<file path="src/rtl/core/cau_pkg.sv">
// Package for the complex arithmetic unit: opcodes, widths, helpers.
// No dependencies.
package cau_pkg;

   localparam int unsigned DW      = 16;
   localparam int unsigned PW      = 33;   // product sum width
   localparam int unsigned NW      = 45;   // dividend magnitude width (n * 4096)
   localparam int unsigned DVW     = 32;   // divisor width
   localparam int unsigned QW      = 17;   // quotient bits kept (saturation aware)
   localparam int unsigned FRAC    = 12;
   localparam int unsigned DIV_LAT = QW + 1;   // range check, then one stage per bit

   typedef enum logic [1:0] {
      CMD_ADD = 2'd0,
      CMD_SUB = 2'd1,
      CMD_MUL = 2'd2,
      CMD_DIV = 2'd3
   } cmd_type;

   typedef struct packed {
      logic [1:0] cmd;
      logic       dz;
   } ctl_type;

   function automatic logic [DW:0] sat16(input logic signed [PW+FRAC:0] v);
      logic [DW:0] r;
      if (v > 46'sd32767)
         r = {1'b1, 16'h7fff};
      else if (v < -46'sd32768)
         r = {1'b1, 16'h8000};
      else
         r = {1'b0, v[DW-1:0]};
      return r;
   endfunction

endpackage

</file>
<file path="src/rtl/core/cau_div.sv">
// Pipelined restoring divider: unsigned NW-bit dividend over DVW-bit divisor.
// Range-check stage, then one quotient bit per stage. Uses cau_pkg.
module cau_div (
   input  logic                    clock,
   input  logic [cau_pkg::NW-1:0]  num,
   input  logic [cau_pkg::DVW-1:0] den,
   output logic [cau_pkg::QW:0]    quo
);
   localparam int unsigned NW  = cau_pkg::NW;
   localparam int unsigned DVW = cau_pkg::DVW;
   localparam int unsigned QW  = cau_pkg::QW;
   localparam int unsigned HI  = NW - QW;         // dividend bits above the quotient window
   localparam int unsigned LW  = DVW + QW;

   // quotient at or above 2**QW saturates
   logic [LW-1:0] lim;
   assign lim = {{QW{1'b0}}, den} << QW;

   logic [DVW:0]   rem_ff [QW+1];
   logic [QW-1:0]  low_ff [QW+1];
   logic [DVW-1:0] dv_ff  [QW+1];
   logic [QW-1:0]  q_ff   [QW+1];
   logic           big_ff [QW+1];

   logic [DVW+1:0] part_in [QW];
   logic [DVW+1:0] diff_in [QW];

   always_comb begin
      for (int s = 0; s < QW; s++) begin
         part_in[s] = {rem_ff[s], low_ff[s][QW-1]};
         diff_in[s] = part_in[s] - {2'b00, dv_ff[s]};
      end
   end

   always_ff @(posedge clock) begin
      big_ff[0] <= {{(LW-NW){1'b0}}, num} >= lim;
      rem_ff[0] <= {{(DVW+1-HI){1'b0}}, num[NW-1 -: HI]};
      low_ff[0] <= num[QW-1:0];
      dv_ff[0]  <= den;
      q_ff[0]   <= '0;
      for (int s = 0; s < QW; s++) begin
         rem_ff[s+1] <= diff_in[s][DVW+1] ? part_in[s][DVW:0] : diff_in[s][DVW:0];
         low_ff[s+1] <= {low_ff[s][QW-2:0], 1'b0};
         dv_ff[s+1]  <= dv_ff[s];
         q_ff[s+1]   <= {q_ff[s][QW-2:0], ~diff_in[s][DVW+1]};
         big_ff[s+1] <= big_ff[s];
      end
   end

   assign quo = big_ff[QW] ? '1 : {1'b0, q_ff[QW]};
endmodule

</file>
<file path="config.mk">
export PLATFORM = sky130hd
export DESIGN_NAME = cau_div
export DESIGN_NICKNAME = d
export VERILOG_FILES = /design/src/rtl/core/cau_pkg.sv /design/src/rtl/core/cau_div.sv
export SDC_FILE = /design/constraint.sdc
export NUM_CORES = 2
export LEC_CHECK = 0
export BUFFER_PORTS_ARGS = -buffer_cell sky130_fd_sc_hd__buf_2
export CAP_MARGIN = 20
export CORE_MARGIN = 2
export CORE_UTILIZATION = 55
export CTS_CLUSTER_SIZE = 30
export DETAILED_ROUTE_END_ITERATION = 10
export GPL_TIMING_DRIVEN = 0
export PLACE_DENSITY_LB_ADDON = 0.08
export SLEW_MARGIN = 0
export SYNTH_ARGS = -nofsm -noshare
export SYNTH_HDL_FRONTEND = slang
export SYNTH_SLANG_ARGS = --single-unit
</file>
<file path="constraint.sdc">
create_clock -name clock -period 3.52 [get_ports clock]
set_input_delay 0.528 -clock clock [delete_from_list [all_inputs] [get_ports clock]]
set_output_delay 0.528 -clock clock [all_outputs]
set_load 0.02 [all_outputs]
</file>
== Word level (Yosys, flattened, before mapping) ==
Memories as Yosys holds them, arrays and structs flattened.
Cells that the tools add are included.
Word-level totals
  flip-flop bits (word level): 0
  memory bits (writable): 1800
  bits of input ports: 78
  output and inout bits: 18
  logic and storage cells: 58
  memories: 5
Operators by class
  $add $sub $neg: 17
  order comparisons: 1
  multiplexer cells: 18
  bitwise operators: 17
Memory list
  rem_ff: words 18, bits a word 33, rd ports 17, clocked after memory_dff 0, wr ports 18, RTL line cau_div.sv:19  | logic [DVW:0] rem_ff [QW+1];
  dv_ff: words 18, bits a word 32, rd ports 17, clocked after memory_dff 0, wr ports 18, RTL line cau_div.sv:21  | logic [DVW-1:0] dv_ff [QW+1];
  low_ff: words 18, bits a word 17, rd ports 17, clocked after memory_dff 0, wr ports 18, RTL line cau_div.sv:20  | logic [QW-1:0] low_ff [QW+1];
  q_ff: words 18, bits a word 17, rd ports 18, clocked after memory_dff 0, wr ports 18, RTL line cau_div.sv:22  | logic [QW-1:0] q_ff [QW+1];
  big_ff: words 18, bits a word 1, rd ports 18, clocked after memory_dff 0, wr ports 18, RTL line cau_div.sv:23  | logic big_ff [QW+1];
Operators by type and width (number)
  subtractor 34 x 32 -> 34 bit: 17
  2-to-1 mux 33 bit: 17
  greater-or-equal comparator 45 x 49 -> 1 bit: 1
  2-to-1 mux 18 bit: 1
  inverter 1 bit: 17

== Depth between registers and ports, before layout ==
An unclocked memory read counts as a cell.
  word-level depth: 3
  mapped depth: 16

== Least setup slack after synthesis ==
Ideal clock, no wire load.
  path type: flip-flop to flip-flop
  start: memory dv_ff[11][6]
  end: memory rem_ff[12][16] (netlist name)
  setup time: 121 ps
  data arrival time: 3481 ps
  slack: -81 ps
  stages on the path, launching flop included: 13
  buffers on the path: 1
  clock period less this slack: 3601 ps
  cell sequence: dfxtp_1 -> inv_1 -> ha_1 -> a2111o_1 -> o21ai_1 -> o21ai_1 -> a311o_1 -> a21oi_1 -> nand4_1 -> a311oi_1 -> xnor2_1 -> clkbuf_1 -> mux2_2
RTL lines (RTL line)
  start: declaration: cau_div.sv:21
  end: declaration: cau_div.sv:19

==> flow_summary.toml <==
[synthesis]
synth_seq_cells = 1424
netlist_area_sq_mm = 0.0618
synthFlopType = "dfxtp_1"
yosys_warnings = 0
synth_edf_count = 0
synthAdderAreaFrac_pct = 12.0
synth_top_family_by_area = "compound AO/OA/AOI/OAI gates"
synth_cell_types = 84
synthCells = 6286
yosysSeqAreaShare_pct = 46.1
syn_avg_cell_area_sq_um = 9.83
synthXorXnorAreaFrac_pct = 6.23
synth.area.mux_share_pct = 5.28
synth_compound_area_share_pct = 16.3
yosys.area_share.simple_pct = 9.25
async_flop_share_pct = 0

[timing]
setup_violations = 37
final_max_slew_viol_count = 0
finClkSkew_ps = 22.9
slew_headroom_pct = 41.2
hold_viol = 0
fin_ws_ps = -214
max_freq_mhz = 268
timing.final.crit_share_pct = 106
worst_pin_slew_ps = 875
setup_tns_ps = -5400
grt_setup_unrepaired = "true"
fin_crit_ps = 3730

[global_route]
grt_usage_pct = 23.5
overflow = 0
grt_pass1_wl_um = 220000
grt_pass1_vias = 46658
antenna_found_initial = 3
grt_max_degree = 17

[outcome]
violations = "negative setup slack"
status = "finished, violations left"

[floorplan]
die-width_um = 339
initial_core_util_pct = 55.6
design.die.area_sq_mm = 0.115
die_h_um = 339
placementRows = 122
coreArea_sq_mm = 0.111
io_pins = 96

[place]
dp_hpwl_um = 103000
gp_congestion = 0.893
port_buffers = 95

[drt]
drt_iter0_drc = 1401
vias = 44590
drc = 0
ant_nets = 0
wirelength_um = 139000
viasPerCell = 5.32
drtPass1Iterations = 5
wl_per_cell_um = 16.6

[final_layout]
final_core_util_pct = 67.6
nNetsFinal = 7437
synthToLayoutAreaGrowth_pct = 21.5
drive_gt1_share_pct = 17.8
fill_cells = 8546

[clock_tree]
cts.sinks = 1424
htree_levels = 4
cts_tree = "yes"
path_clk_slew_ps = 60
cts.path.max_buffers = 3
cts_buffers = 151
root_buffer = "clkbuf_16"
clock_latency_ps = 750

[power]
p_per_area_mw_per_mm2 = 1110
ir_drop_mv = 0.580
p_leak_nw = 35.4

[setup_path]
critPathKind = "reg -> reg"
cp-end-kind = "flop"
cp-start-kind = "flop"
critPathRequiredTime_ps = 4140
crit_fanout = 5
cp.arrival_ps = 4360

[hold_path]
hp-class = "reg -> reg"

[flow_run]
drv_cap = 0
==> synth_stat cells, types with 95 or more instances <==
cell type	number	area share (%)
nand2_1	436	2.6
mux2_2	234	4.3
xnor2_1	284	4.0
nor2_1	244	1.5
a21oi_1	395	3.2
ha_1	568	11
inv_1	681	4.1
a21o_1	283	3.4
dfxtp_1	1424	46
xor2_1	154	2.2
o21ai_0	405	3.3
nand3_1	95	0.77
==> registers in the layout (all words and copies together), names as in the netlist <==
register,count
low_ff,153
big_ff,18
dv_ff,544
rem_ff,556
q_ff,153
==> final cells by class <==
| cell class | instances | area, sq um | share of cell area (%) |
|---|---|---|---|
| clock buffers | 211 | 4310 | 5.73 |
| flip-flops and latches | 1424 | 28600 | 38.0 |
| multi-input cells | 4089 | 33000 | 44.0 |
| plain buffers | 86 | 993 | 1.32 |
| repair buffers | 342 | 3000 | 4.00 |
| inverters | 681 | 2560 | 3.41 |
| diodes | 1 | 2.50 | 0.00333 |
| well taps | 1488 | 1860 | 2.48 |
| clock inverters | 60 | 803 | 1.07 |
==> cells in the final DEF, fill, tap and decap left out, types with 28 or more instances in the layout <==
master         Yosys  final
inv_1            681    665
a31oi_1           46     35
dlygate4sd3_1      0     77
nand4_1           48     48
ha_1             568    515
mux2_4            26    136
nor2b_1           77     62
mux2_2           234    124
o21ai_0          405    379
and3_1            47     43
nand2b_1          77     74
nor2_1           244    238
ha_4               0     35
a21oi_2            1     34
o21bai_1          54     52
o21a_1            74     74
xnor2_1          284    278
a211oi_1          47     33
nor3_1            49     46
xor2_1           154    151
o31ai_1           47     28
buf_2             20     98
a21oi_1          395    350
clkbuf_8           0     34
nand2_1          436    433
dfxtp_2            0     38
buf_6              3     28
dfxtp_1         1424   1378
nand3_1           95     91
or2_2             35     34
clkbuf_1          62     47
buf_4              1    126
a21o_1           283    282
clkbuf_16          0    172
==> worst max-delay path: stages (launching register included) <==
cell      delay, ps
dfxtp_1         310
inv_2           140
ha_2            250
nor2b_4          50
o31a_1          280
o31ai_2         220
a21oi_2         160
o311ai_4        290
nand3_2         170
a311o_1         400
a21o_1          200
a211oi_4        320
xnor2_4         250
buf_6           220
mux2_4          320
==> stage by stage <==
step           cells  area, sq um  power [mW]  hold slack, ps  setup WS (ps)
6_report        8382        75100        83.2             315           -214
5_1_grt         8382        75100        88.6             324           -275
4_1_cts         8313        72900        79.9             321           -236
3_5_place_dp    7880        64300        58.8             312          -1690
3_3_place_gp    7870        64200        58.1             310          -4350
2_1_floorplan   6287        61800        50.3             310           5.73
==> routing by layer <==
layer	GRT usage [%]	up-vias	part of all wire [%]	wire, um
li1	-	22687	-	-
met3	3.09	457	2.6	3630
met2	47.9	825	55	76800
met4	15.7	0	7.5	10500
met5	0	-	0	0
met1	21.0	20621	35	48500
==> kinds of logic (layout without fill, tap and decap cells) <==
group,Yosys count,in the layout
other cells,1,3
mux,284,284
compound gates,1579,1579
flops,1424,1424
fa+ha+maj,584,584
xor+xnor,439,439
simple gates,1201,1201
buf+inv,774,1380
==> power breakdown <==
group | internal [mW] | switching, mW
Clock | 9.49 | 6.40
Sequential | 20.9 | 2.33
Combinational | 22.4 | 21.7
==> path summary, 6_finish.rpt <==
kind | cells after the start | endpoint | startpoint | slack [ps]
max | 14 | rem_ff[15][9]$_DFF_P_ | low_ff[14][16]$_DFF_P_ | -210
min | 0 | low_ff[2][8]$_DFF_P_ | low_ff[1][7]$_DFF_P_ | 320
max reg2reg | 14 | rem_ff[15][9]$_DFF_P_ | low_ff[14][16]$_DFF_P_ | -210
min reg2reg | 0 | low_ff[2][8]$_DFF_P_ | low_ff[1][7]$_DFF_P_ | 320
==> what timing repair did <==
item | 4_1_cts | 5_1_grt
hold buffers | 77 | 0
buffers inserted | 77 | 61
gates resized for setup | 462 | 382
pin swaps | 101 | 168
setup endpoints to repair | 542 | 496
cloned | 12 | 12
hold endpoints to repair | 77 | 0
No activity file was read; power rests on OpenSTA's default activity.
